[config.mk]
export PLATFORM = sky130hd
export DESIGN_NAME = nti_div
export DESIGN_NICKNAME = d
export VERILOG_FILES = /design/src/hdl/nti_pkg.sv /design/src/hdl/nti_div.sv
export SDC_FILE = /design/constraint.sdc
export NUM_CORES = 1
export LEC_CHECK = 0
export ABC_AREA = 1
export BUFFER_PORTS_ARGS = -buffer_cell sky130_fd_sc_hd__clkbuf_2
export CAP_MARGIN = 10
export CORE_ASPECT_RATIO = 1.2
export CORE_MARGIN = 2
export CORE_UTILIZATION = 63
export CTS_CLUSTER_SIZE = 25
export DETAILED_ROUTE_END_ITERATION = 8
export PLACE_DENSITY = 0.87
export SLEW_MARGIN = 20
export SYNTH_ARGS = -nofsm -noshare
export SYNTH_HDL_FRONTEND = slang
export SYNTH_SLANG_ARGS = --single-unit
[constraint.sdc]
create_clock -name i_clk -period 6.55 [get_ports i_clk]
set_input_delay 1.31 -clock i_clk [delete_from_list [all_inputs] [get_ports i_clk]]
set_output_delay 1.31 -clock i_clk [all_outputs]
set_load 0.1 [all_outputs]
[src/hdl/nti_pkg.sv]
// nti_pkg: shared constants, codes, types and helpers of the node table interpolator
// used by nti_store, nti_div and node_table_linear_interpolator; depends on nothing

package nti_pkg;

    localparam int DEPTH     = 256;
    localparam int AW        = 8;
    localparam int CW        = 9;
    localparam int DATA_W    = 32;
    localparam int FRAC_BITS = 16;
    localparam int NUM_W     = 49;
    localparam int DEN_W     = 33;
    localparam int QUO_W     = 50;
    localparam int DCNT_W    = 6;

    localparam logic signed [DATA_W-1:0] ONE_FX = DATA_W'(1) <<< FRAC_BITS;
    localparam logic [NUM_W-1:0] ONE_SQ = NUM_W'(1) << (2 * FRAC_BITS);
    localparam logic signed [DATA_W-1:0] FX_MAX = {1'b0, {(DATA_W-1){1'b1}}};
    localparam logic signed [DATA_W-1:0] FX_MIN = {1'b1, {(DATA_W-1){1'b0}}};

    // command codes
    localparam logic [2:0] CMD_CLEAR  = 3'd0;
    localparam logic [2:0] CMD_APPEND = 3'd1;
    localparam logic [2:0] CMD_INSERT = 3'd2;
    localparam logic [2:0] CMD_REMOVE = 3'd3;
    localparam logic [2:0] CMD_QUERY  = 3'd4;

    // status codes
    localparam logic [2:0] ST_OK     = 3'd0;
    localparam logic [2:0] ST_EMPTY  = 3'd1;
    localparam logic [2:0] ST_SINGLE = 3'd2;
    localparam logic [2:0] ST_RANGE  = 3'd3;
    localparam logic [2:0] ST_FULL   = 3'd4;

    typedef enum logic [4:0] {
        S_IDLE, S_DECODE, S_PUT, S_INS, S_REM,
        S_Q0, S_QN, S_QB, S_QL, S_QR,
        S_DIVQ, S_WQ, S_WW, S_MULW, S_MUL1, S_MUL2, S_ADD, S_FIN, S_DONE
    } t_state;

    typedef struct packed {
        logic             start;
        logic             neg;
        logic [NUM_W-1:0] num;
        logic [DEN_W-1:0] den;
    } t_div_req;

    typedef struct packed {
        logic                    done;
        logic signed [QUO_W-1:0] quo;
    } t_div_rsp;

    // clamp a wide signed value to the 32-bit range
    function automatic logic signed [DATA_W-1:0] sat32(input logic signed [65:0] v);
        logic signed [65:0] hi_lim;
        logic signed [65:0] lo_lim;
        hi_lim = 66'(FX_MAX);
        lo_lim = 66'(FX_MIN);
        if (v > hi_lim) begin
            return FX_MAX;
        end else if (v < lo_lim) begin
            return FX_MIN;
        end else begin
            return v[DATA_W-1:0];
        end
    endfunction

endpackage

[src/hdl/nti_div.sv]
// nti_div: restoring divider, one quotient bit per cycle, signed result by magnitude
// truncates toward zero; uses nti_pkg

module nti_div (
    input  logic              i_clk,
    input  logic              i_rst_n,
    input  nti_pkg::t_div_req i_req,
    output nti_pkg::t_div_rsp o_rsp
);

    logic                          r_busy;
    logic                          r_done;
    logic [nti_pkg::DCNT_W-1:0]    r_cnt;
    logic [nti_pkg::DEN_W-1:0]     r_rem;
    logic [nti_pkg::NUM_W-1:0]     r_quo;
    logic [nti_pkg::DEN_W-1:0]     r_den;
    logic                          r_neg;
    logic [nti_pkg::DEN_W:0]       trial;
    logic [nti_pkg::DEN_W:0]       diff;
    logic                          qbit;
    logic signed [nti_pkg::QUO_W-1:0] mag;

    // one trial subtraction
    always_comb begin
        trial = {r_rem, r_quo[nti_pkg::NUM_W-1]};
        diff  = trial - {1'b0, r_den};
        qbit  = (trial >= {1'b0, r_den});
    end

    // sequencing
    always_ff @(posedge i_clk) begin
        if (!i_rst_n) begin
            r_busy <= 1'b0;
            r_done <= 1'b0;
            r_cnt  <= '0;
        end else begin
            r_done <= 1'b0;
            if (i_req.start) begin
                r_busy <= 1'b1;
                r_cnt  <= nti_pkg::DCNT_W'(nti_pkg::NUM_W);
            end else if (r_busy) begin
                r_cnt <= r_cnt - nti_pkg::DCNT_W'(1);
                if (r_cnt == nti_pkg::DCNT_W'(1)) begin
                    r_busy <= 1'b0;
                    r_done <= 1'b1;
                end
            end
        end
    end

    // working registers
    always_ff @(posedge i_clk) begin
        if (i_req.start) begin
            r_rem <= '0;
            r_quo <= i_req.num;
            r_den <= i_req.den;
            r_neg <= i_req.neg;
        end else if (r_busy) begin
            r_rem <= qbit ? diff[nti_pkg::DEN_W-1:0] : trial[nti_pkg::DEN_W-1:0];
            r_quo <= {r_quo[nti_pkg::NUM_W-2:0], qbit};
        end
    end

    assign mag        = $signed({1'b0, r_quo});
    assign o_rsp.done = r_done;
    assign o_rsp.quo  = r_neg ? -mag : mag;

endmodule

==> flow_summary.ini, run 1 <==
[yosys]
synth_enable_flop_cells = 83
synth.most_common_cell = nand2_1
synthFlopType = edfxtp_1
synth-simple-area-share_pct = 35.2
netlist_instances = 1375
ys_seq_area_share_pct = 35.4
ys_ff_latch = 124
synthArstFlopShare_pct = 0
synth_top_area_cell = edfxtp_1
syn-num-nets = 1498
synth_cell_types = 45
ys_top_cells_by_count = nand2_1, inv_1, nand3_1, nor2_1, edfxtp_1
syn_avg_cell_area_sq_um = 6.81
synth_xor_area_share_pct = 5.71
syn_area_sq_um = 9360
synth_top_area_share_pct = 26.6
yosys-top-cells-area = edfxtp_1, nand2_1, inv_1, dfxtp_1, nand3_1
synth-adder-area-share_pct = 5.03
muxShareOfSynthArea_pct = 0
synth_top_family_by_area = simple AND/OR/NAND/NOR gates
yosysWarnings = 0
synth-compound-area-share_pct = 6.74

[floorplanning]
die_width_um = 115
initial_utilization_pct = 64.7
die_y_um = 138
ios = 137
rows = 48
die_area_sq_um = 15900
fp.coreArea_sq_um = 14500

[global_routing]
grt_usage_pct = 32.9
overflow = 0
grt_pass1_vias = 8792
grt_max_degree = 83
antenna_found_initial = 0
grt_pass1_wl_um = 40700

[run_status]
outcome = finished clean

[detailed_routing]
met1Wirelength_um = 10000
drt_iter0_markers = 717
wl_met2_um = 13000
drt-total-wl_um = 25300
routedWlPerCell_um = 14.8
firstDrtPassIters = 5
drc = 0
drtAntennaViolNets = 0
top_layer_used = met4
vias = 9068
avgViaCountPerCell = 5.29
route.met3.wl_um = 1280

[sta]
rsz0062_at_grt = no
hold_viol = 0
fmax_mhz = 241
hold_slack_ns = 0.475
tns_ns = 0
fin_crit_sh_pct = 63.3
relSlewSlack_pct = 47.2
drv_slew = 0
skew_ns = 0.0117
setup_viol = 0
fin_crit_ns = 4.15
tightest_slew_ns = 0.792

[clock_network]
cts_htree_levels = 4
clk_pin_slew_ns = 0.06
clk_latency_ns = 0.43
clockRootBuffer = clkbuf_16
numCtsBuffers = 17
clock-sinks = 124
clock_path_buffers = 2
post_cts_buffers = 0
hold_buffers = 0
ctsResizeCount = 0
cts_tree = built

[placement]
dp_hpwl_um = 19100
gp_congestion = 0.999
port_buffers = 136

[pwr]
pwr-share-comb_pct = 29.4
clkPwrFrac_pct = 36.1
vdd.ir_drop.worst_mv = 0.169
powerDensity_nw_per_um2 = 253
pwr-share-seq_pct = 34.5
p_leak_nw = 5.59
switching_power_w = 0.00106
switching_share_pct = 38.9
internal-power_w = 0.00166

[setup_path]
critPathMaxFanout = 5
ff2ff_path_depth = 13
critPathCaptureType = primary output
ff2ff_setup_slack_ns = 3.69
setup.worst_path.start_class = flip-flop
rr_startpoint = r_quo[48]
worstPathArrival_ns = 2.84
cp.required_ns = 5.24
critical_path_class = reg -> out
r2r-end = r_rem[2]
crit_start = r_quo[1]

[cells_and_area]
final_util_pct = 74.3
syn_to_final_growth_pct = 14.8
diodes = 0
fillers = 1195
drive_above_1_share_pct = 14.9
fin_nets = 1625

[hold_path]
hold_path_startpoint = r_rem[32]
hold_depth = 2
holdPathEnd = r_rem[32]
hold_class = reg -> reg

[job]
cap_violations = 0
worst max path at each step:
stage,endpoint,slack (ns)
final,o_rsp[32],2.40
after global routing,o_rsp[32],2.13
after CTS,o_rsp[32],2.39
after detailed placement,o_rsp[32],2.84
after global placement,o_rsp[40],2.91
after floorplan,o_rsp[30],2.04
state kept, by name, indices dropped and copies added (netlist names):
register and cells:
r_quo 49, r_busy 1, r_neg 1, r_den 33, r_rem 33, r_done 1
r_cnt 6
final cells by class:
class / count / area [sq um] / share of cell area (%)
clock buffer: 19 / 443 / 4.12
multi-input combinational: 972 / 4930 / 45.9
timing repair buffer: 141 / 721 / 6.71
sequential: 124 / 3310 / 30.8
inverter: 246 / 923 / 8.59
tap: 200 / 250 / 2.33
clock inverter: 12 / 163 / 1.51
per-stage QoR:
| step | worst slack, ns | instances | total power (W) | instance area [sq um] |
|---|---|---|---|---|
| 3_5_place_dp | 2.84 | 1683 | 0.00174 | 10100 |
| 3_3_place_gp | 2.91 | 1683 | 0.00174 | 10100 |
| 5_1_grt | 2.13 | 1714 | 0.00280 | 10700 |
| 6_report | 2.40 | 1714 | 0.00272 | 10700 |
| 2_1_floorplan | 2.04 | 1375 | 0.00159 | 9360 |
| 4_1_cts | 2.39 | 1714 | 0.00271 | 10700 |
metal layers:
layer | track usage [%] | vias up
met1 | 35.9 | 4090
met2 | 61.2 | 326
met3 | 5.28 | 77
met4 | 16.2 | 0
li1 | - | 4575
met5 | 0 | -
power by group through the flow:
stage | combinational, W | clock (W) | sequential [W]
floorplan | 0.000643 | 0 | 0.000943
global placement | 0.000787 | 0 | 0.000950
detailed placement | 0.000793 | 0 | 0.000951
CTS | 0.000796 | 0.000978 | 0.000936
global route | 0.000847 | 0.00101 | 0.000943
finish | 0.000798 | 0.000980 | 0.000937
cells by family (layout without fill, tap and decap cells):
family,count (synthesis),count (layout)
buf+inv,279,418
compound gates,117,117
flops,124,124
xor+xnor,61,61
simple gates,757,757
fa+ha+maj,37,37
critical path, stage by stage (launching register included):
cell	delay [ns]
edfxtp_1	0.37
inv_1	0.14
ha_1	0.19
inv_1	0.10
nor3_2	0.18
nand2_1	0.18
o21ai_2	0.19
nand2_1	0.12
a21oi_2	0.23
nand2_1	0.10
xor2_1	0.14
clkbuf_2	0.47
cells in the final DEF (no fill, tap or decap), types with 3 or more instances in the layout:
cell type	n
clkbuf_16	17
nand4_1	23
inv_6	3
clkinv_1	4
a31oi_1	3
and2_1	5
clkinv_4	3
o21ai_1	16
o21ai_0	63
bufinv_16	3
a21oi_1	21
nand2_2	14
ha_1	36
edfxtp_1	83
nor3_1	15
xor2_1	46
nor2_2	8
inv_2	17
inv_1	225
xnor2_1	15
o21bai_1	6
nand2_1	457
buf_4	6
clkbuf_2	135
dfxtp_1	41
nor2_1	101
nand3b_1	17
nor4_1	3
nand3_1	102
Power figures use the tool's default switching activity.
==> run 2: changes to the inputs <==
--- a/config.mk
+++ b/config.mk
@@ -10,10 +10,10 @@
 export CAP_MARGIN = 10
 export CORE_ASPECT_RATIO = 1.2
 export CORE_MARGIN = 2
-export CORE_UTILIZATION = 63
+export CORE_UTILIZATION = 53
 export CTS_CLUSTER_SIZE = 25
 export DETAILED_ROUTE_END_ITERATION = 8
-export PLACE_DENSITY = 0.87
+export PLACE_DENSITY = 0.78
 export SLEW_MARGIN = 20
 export SYNTH_ARGS = -nofsm -noshare
 export SYNTH_HDL_FRONTEND = slang
==> constraint.sdc (replaced) <==
create_clock -name i_clk -period 3.3 [get_ports i_clk]
set_input_delay 0.66 -clock i_clk [delete_from_list [all_inputs] [get_ports i_clk]]
set_output_delay 0.66 -clock i_clk [all_outputs]
set_load 0.1 [all_outputs]
==> flow_summary.ini, run 2 (synthesis gave the netlist of run 1 again) <==
[run_status]
outcome = finished clean

[hold_path]
hold_class = in -> reg

[placement]
gp_congestion = 1.01
dp_hpwl_um = 19500
port_buffers = 136

[clock_network]
clock-sinks = 124
clk_pin_slew_ns = 0.06
numCtsBuffers = 17
hold_buffers = 0
clock_path_buffers = 2
clk_latency_ns = 0.42
cts_tree = built
clockRootBuffer = clkbuf_16
cts_htree_levels = 4

[cells_and_area]
diodes = 0
syn_to_final_growth_pct = 21.4
fin_nets = 1635
final_common_cell = nand2_1
top_register = r_quo
reg_top3 = r_quo (49), r_den (33), r_rem (33)
final_cell_mix = nand2_1, inv_1, clkbuf_2
drive_above_1_share_pct = 18.0
largest_register_ffs = 49

[sta]
drv_slew = 0
tightest_slew_ns = 0.579
fin_crit_sh_pct = 99.8
relSlewSlack_pct = 61.4
rsz0062_at_grt = yes
fmax_mhz = 304
hold_slack_ns = 0.408
setup_viol = 0
skew_ns = 0.00718
fin_crit_ns = 3.29
hold_viol = 0

[global_routing]
grt_pass1_wl_um = 40900
grt_pass1_vias = 8675
grt_max_degree = 61
antenna_found_initial = 0
overflow = 0
grt_usage_pct = 27.1

[detailed_routing]
firstDrtPassIters = 7
drt-total-wl_um = 25500
drtAntennaViolNets = 0
vias = 9227
drc = 0
avgViaCountPerCell = 5.29
drt_iter0_markers = 727
routedWlPerCell_um = 14.6

[floorplanning]
rows = 53
ios = 137
die_width_um = 125
initial_utilization_pct = 53.7
die_area_sq_um = 18700
die_y_um = 150
fp.coreArea_sq_um = 17400

[setup_path]
r2r-end = r_rem[19]
critPathCaptureType = primary output
critPathMaxFanout = 5
worstPathArrival_ns = 2.63
ff2ff_setup_slack_ns = 0.58
crit_start = r_quo[1]
crit_end = o_rsp[15]
cp.required_ns = 2.64
rr_startpoint = r_quo[48]
critical_path_class = reg -> out
setup.worst_path.start_class = flip-flop
ff2ff_path_depth = 13

[pwr]
internal-power_w = 0.00343
vdd.ir_drop.worst_mv = 0.377
powerDensity_nw_per_um2 = 488
clkPwrFrac_pct = 34.2
switching_power_w = 0.00211
finalPower_w = 0.00555
switching_share_pct = 38.1
pwr-share-seq_pct = 33.7
pwr-share-comb_pct = 32.1
p_leak_nw = 5.77

[job]
cap_violations = 0
==> run 2: worst min-delay path by stage <==
stage | from | endpoint | depth (start not counted)
global placement | r_rem[32] | r_rem[32] | 2
finish | i_req[16] | r_den[16] | 1
detailed placement | r_rem[19] | r_rem[19] | 2
global route | i_req[29] | r_den[29] | 1
floorplan | r_rem[11] | r_rem[11] | 2
CTS | i_req[28] | r_den[28] | 1
==> run 2: what timing repair did <==
action / 4_1_cts / 5_1_grt
endpoints found under the setup margin: 10 / 29
resized for setup: 8 / 47
setup buffers: 1 / 7
pin swaps: 0 / 7
==> run 2: per-layer routing <==
metal	track usage [%]	vias up	wire length [um]
li1	-	4579	-
met1	30.5	4177	10000
met2	49.0	383	12900
met3	4.61	88	1430
met4	14.3	0	1200
met5	0	-	0
==> run 2: metrics by stage <==
stage	worst slack, ns	setup TNS [ns]	cells	cell area (sq um)	utilization (%)
final	0.00811	0	1745	11400	65.1
after global routing	-0.102	-0.848	1745	11400	65.1
after CTS	0.00911	0	1738	11200	64.2
after detailed placement	0.357	0	1705	10600	60.6
after global placement	0.441	0	1705	10600	60.6
after floorplan	-0.430	-1.72	1375	9500	-
==> run 2: area by class of cell <==
class	count	area, sq um
multi-input combinational	972	5170
tap	220	275
clock buffer	21	450
sequential	124	3310
fill	1513	6080
timing repair buffer	151	1080
inverter	246	923
clock inverter	11	144
==> run 2: power groups by stage <==
stage / combinational (W) / clock (W) / sequential, W
floorplan: 0.00130 / 0 / 0.00188
detailed placement: 0.00173 / 0 / 0.00189
global route: 0.00188 / 0.00198 / 0.00188
global placement: 0.00172 / 0 / 0.00189
finish: 0.00178 / 0.00190 / 0.00187
CTS: 0.00174 / 0.00191 / 0.00186
==> run 2: worst max-delay path, cell delays in order, from the launching register on <==
cell	delay, ns
edfxtp_1	0.39
inv_2	0.12
buf_4	0.12
nand4_1	0.19
nor2_2	0.27
nand3_2	0.19
o21ai_0	0.30
xor2_1	0.18
buf_2	0.44
==> run 3: changes to the inputs <==
--- a/config.mk
+++ b/config.mk
@@ -13,7 +13,7 @@
 export CORE_UTILIZATION = 53
 export CTS_CLUSTER_SIZE = 25
 export DETAILED_ROUTE_END_ITERATION = 8
-export PLACE_DENSITY = 0.78
+export PLACE_DENSITY = 0.87
 export SLEW_MARGIN = 20
 export SYNTH_ARGS = -nofsm -noshare
 export SYNTH_HDL_FRONTEND = slang
==> constraint.sdc (replaced) <==
create_clock -name i_clk -period 3.3 [get_ports i_clk]
set_input_delay 0.66 -clock i_clk [delete_from_list [all_inputs] [get_ports i_clk]]
set_output_delay 0.66 -clock i_clk [all_outputs]
set_load 0.02 [all_outputs]
==> flow_summary.ini, run 3 (synthesis gave the netlist of run 1 again) <==
[global_routing]
grt_max_degree = 131
grt_pass1_vias = 8722
antenna_found_initial = 0
overflow = 0
grt_pass1_wl_um = 39900
grt_usage_pct = 26.4

[sta]
skew_ns = 0.0116
setup_viol = 0
fmax_mhz = 312
fin_crit_ns = 3.20
hold_slack_ns = 0.403
tightest_slew_ns = 0.644
relSlewSlack_pct = 57.0
finalWorstSetupSlack_ns = 0.0964
drv_slew = 0
fin_crit_sh_pct = 97.1
hold_viol = 0

[pwr]
switching_power_w = 0.00143
finalPower_w = 0.00473
pwr-share-seq_pct = 39.3
switching_share_pct = 30.1
p_leak_nw = 5.61
vdd.ir_drop.worst_mv = 0.408
pwr-share-comb_pct = 19.9
internal-power_w = 0.00331
clkPwrFrac_pct = 40.8
powerDensity_nw_per_um2 = 436

[detailed_routing]
drc = 0
routedWlPerCell_um = 14.1
vias = 9094
avgViaCountPerCell = 5.24
drtAntennaViolNets = 0
drt_iter0_markers = 572
firstDrtPassIters = 7
drt-total-wl_um = 24500

[clock_network]
clock_path_buffers = 2
clockRootBuffer = clkbuf_16
cts_htree_levels = 4
clk_latency_ns = 0.43
hold_buffers = 0
clock-sinks = 124
clk_pin_slew_ns = 0.06
numCtsBuffers = 17
cts_tree = built

[floorplanning]
fp.coreArea_sq_um = 17400
die_area_sq_um = 18700
initial_utilization_pct = 53.7
rows = 53
die_width_um = 125
die_y_um = 150
ios = 137

[cells_and_area]
final_cell_mix = nand2_1, inv_1, clkbuf_2
drive_above_1_share_pct = 15.5
top_register = r_quo
syn_to_final_growth_pct = 15.9
diodes = 0
reg_top3 = r_quo (49), r_den (33), r_rem (33)
largest_register_ffs = 49
fin_nets = 1627
final_common_cell = nand2_1
fillers = 1619

[placement]
port_buffers = 136
dp_hpwl_um = 18900
post-place-ws_ns = 0.466
gp_congestion = 0.983

[job]
cap_violations = 0

[setup_path]
ff2ff_setup_slack_ns = 0.71
rr_startpoint = r_quo[48]
critPathMaxFanout = 4
ff2ff_path_depth = 13
critPathCaptureType = primary output
r2r-end = r_rem[7]
cp.required_ns = 2.64
setup.worst_path.start_class = flip-flop
worstPathArrival_ns = 2.54
critical_path_class = reg -> out

[hold_path]
hold_path_startpoint = i_req[17]
holdPathEnd = r_den[17]
hold_depth = 1
hold_class = in -> reg

[run_status]
outcome = finished clean
==> run 3: cell type report <==
| class | instances | area, sq um | area share [%] |
|---|---|---|---|
| Timing Repair Buffer | 143 | 763 | 7.03 |
| Inverter | 246 | 923 | 8.51 |
| Tap cell | 220 | 275 | 2.54 |
| Clock buffer | 20 | 447 | 4.12 |
| Multi-Input combinational cell | 972 | 4960 | 45.8 |
| Clock inverter | 12 | 163 | 1.50 |
| Sequential cell | 124 | 3310 | 30.5 |
==> run 3: repair_timing <==
item                       4_1_cts  5_1_grt
setup endpoints to repair        1        9
resized for setup                1       13
pin swaps                        0        1
buffers inserted                 0        1
==> run 3: worst max path at each step <==
stage              start         to  slack [ns]  cells past startpoint
2_1_floorplan  i_req[83]   r_quo[0]        0.49                      3
3_3_place_gp    r_quo[0]  o_rsp[32]        0.59                     11
3_5_place_dp    r_quo[0]  o_rsp[40]        0.47                     11
4_1_cts         r_quo[0]  o_rsp[40]        0.04                     11
5_1_grt         r_quo[0]  o_rsp[40]       -0.02                     11
6_report        r_quo[2]  o_rsp[35]         0.1                      8
==> run 3: stage by stage <==
stage          setup TNS, ns  utilization (%)  cells  area [sq um]
6_report                   0             62.2   1737         10800
5_1_grt              -0.0264             62.2   1737         10800
4_1_cts                    0             62.0   1736         10800
3_5_place_dp               0             58.5   1704         10200
3_3_place_gp               0             58.5   1704         10200
2_1_floorplan              0                -   1375          9360
==> run 3: metal layers <==
layer | GRT usage, % | part of all wire, %
met1 | 29.4 | 39
met3 | 4.65 | 6.1
met5 | 0 | 0
met4 | 14.7 | 4.9
met2 | 47.7 | 49
==> run 3: critical path: stages, from the launching register on <==
cell and delay, ns:
edfxtp_1 0.49, inv_2 0.13, nand4_1 0.19, nor2_2 0.20, nand3_1 0.21, o21ai_1 0.46, nand2_1 0.12, xor2_1 0.14
clkbuf_2 0.18
==> run 3: power by group through the flow <==
stage / Sequential, W / Combinational [W] / Clock (W)
after floorplan: 0.00187 / 0.000623 / 0
after global placement: 0.00188 / 0.000908 / 0
final: 0.00186 / 0.000942 / 0.00193
after global routing: 0.00187 / 0.00104 / 0.00201
after detailed placement: 0.00189 / 0.000922 / 0
after CTS: 0.00186 / 0.000928 / 0.00195
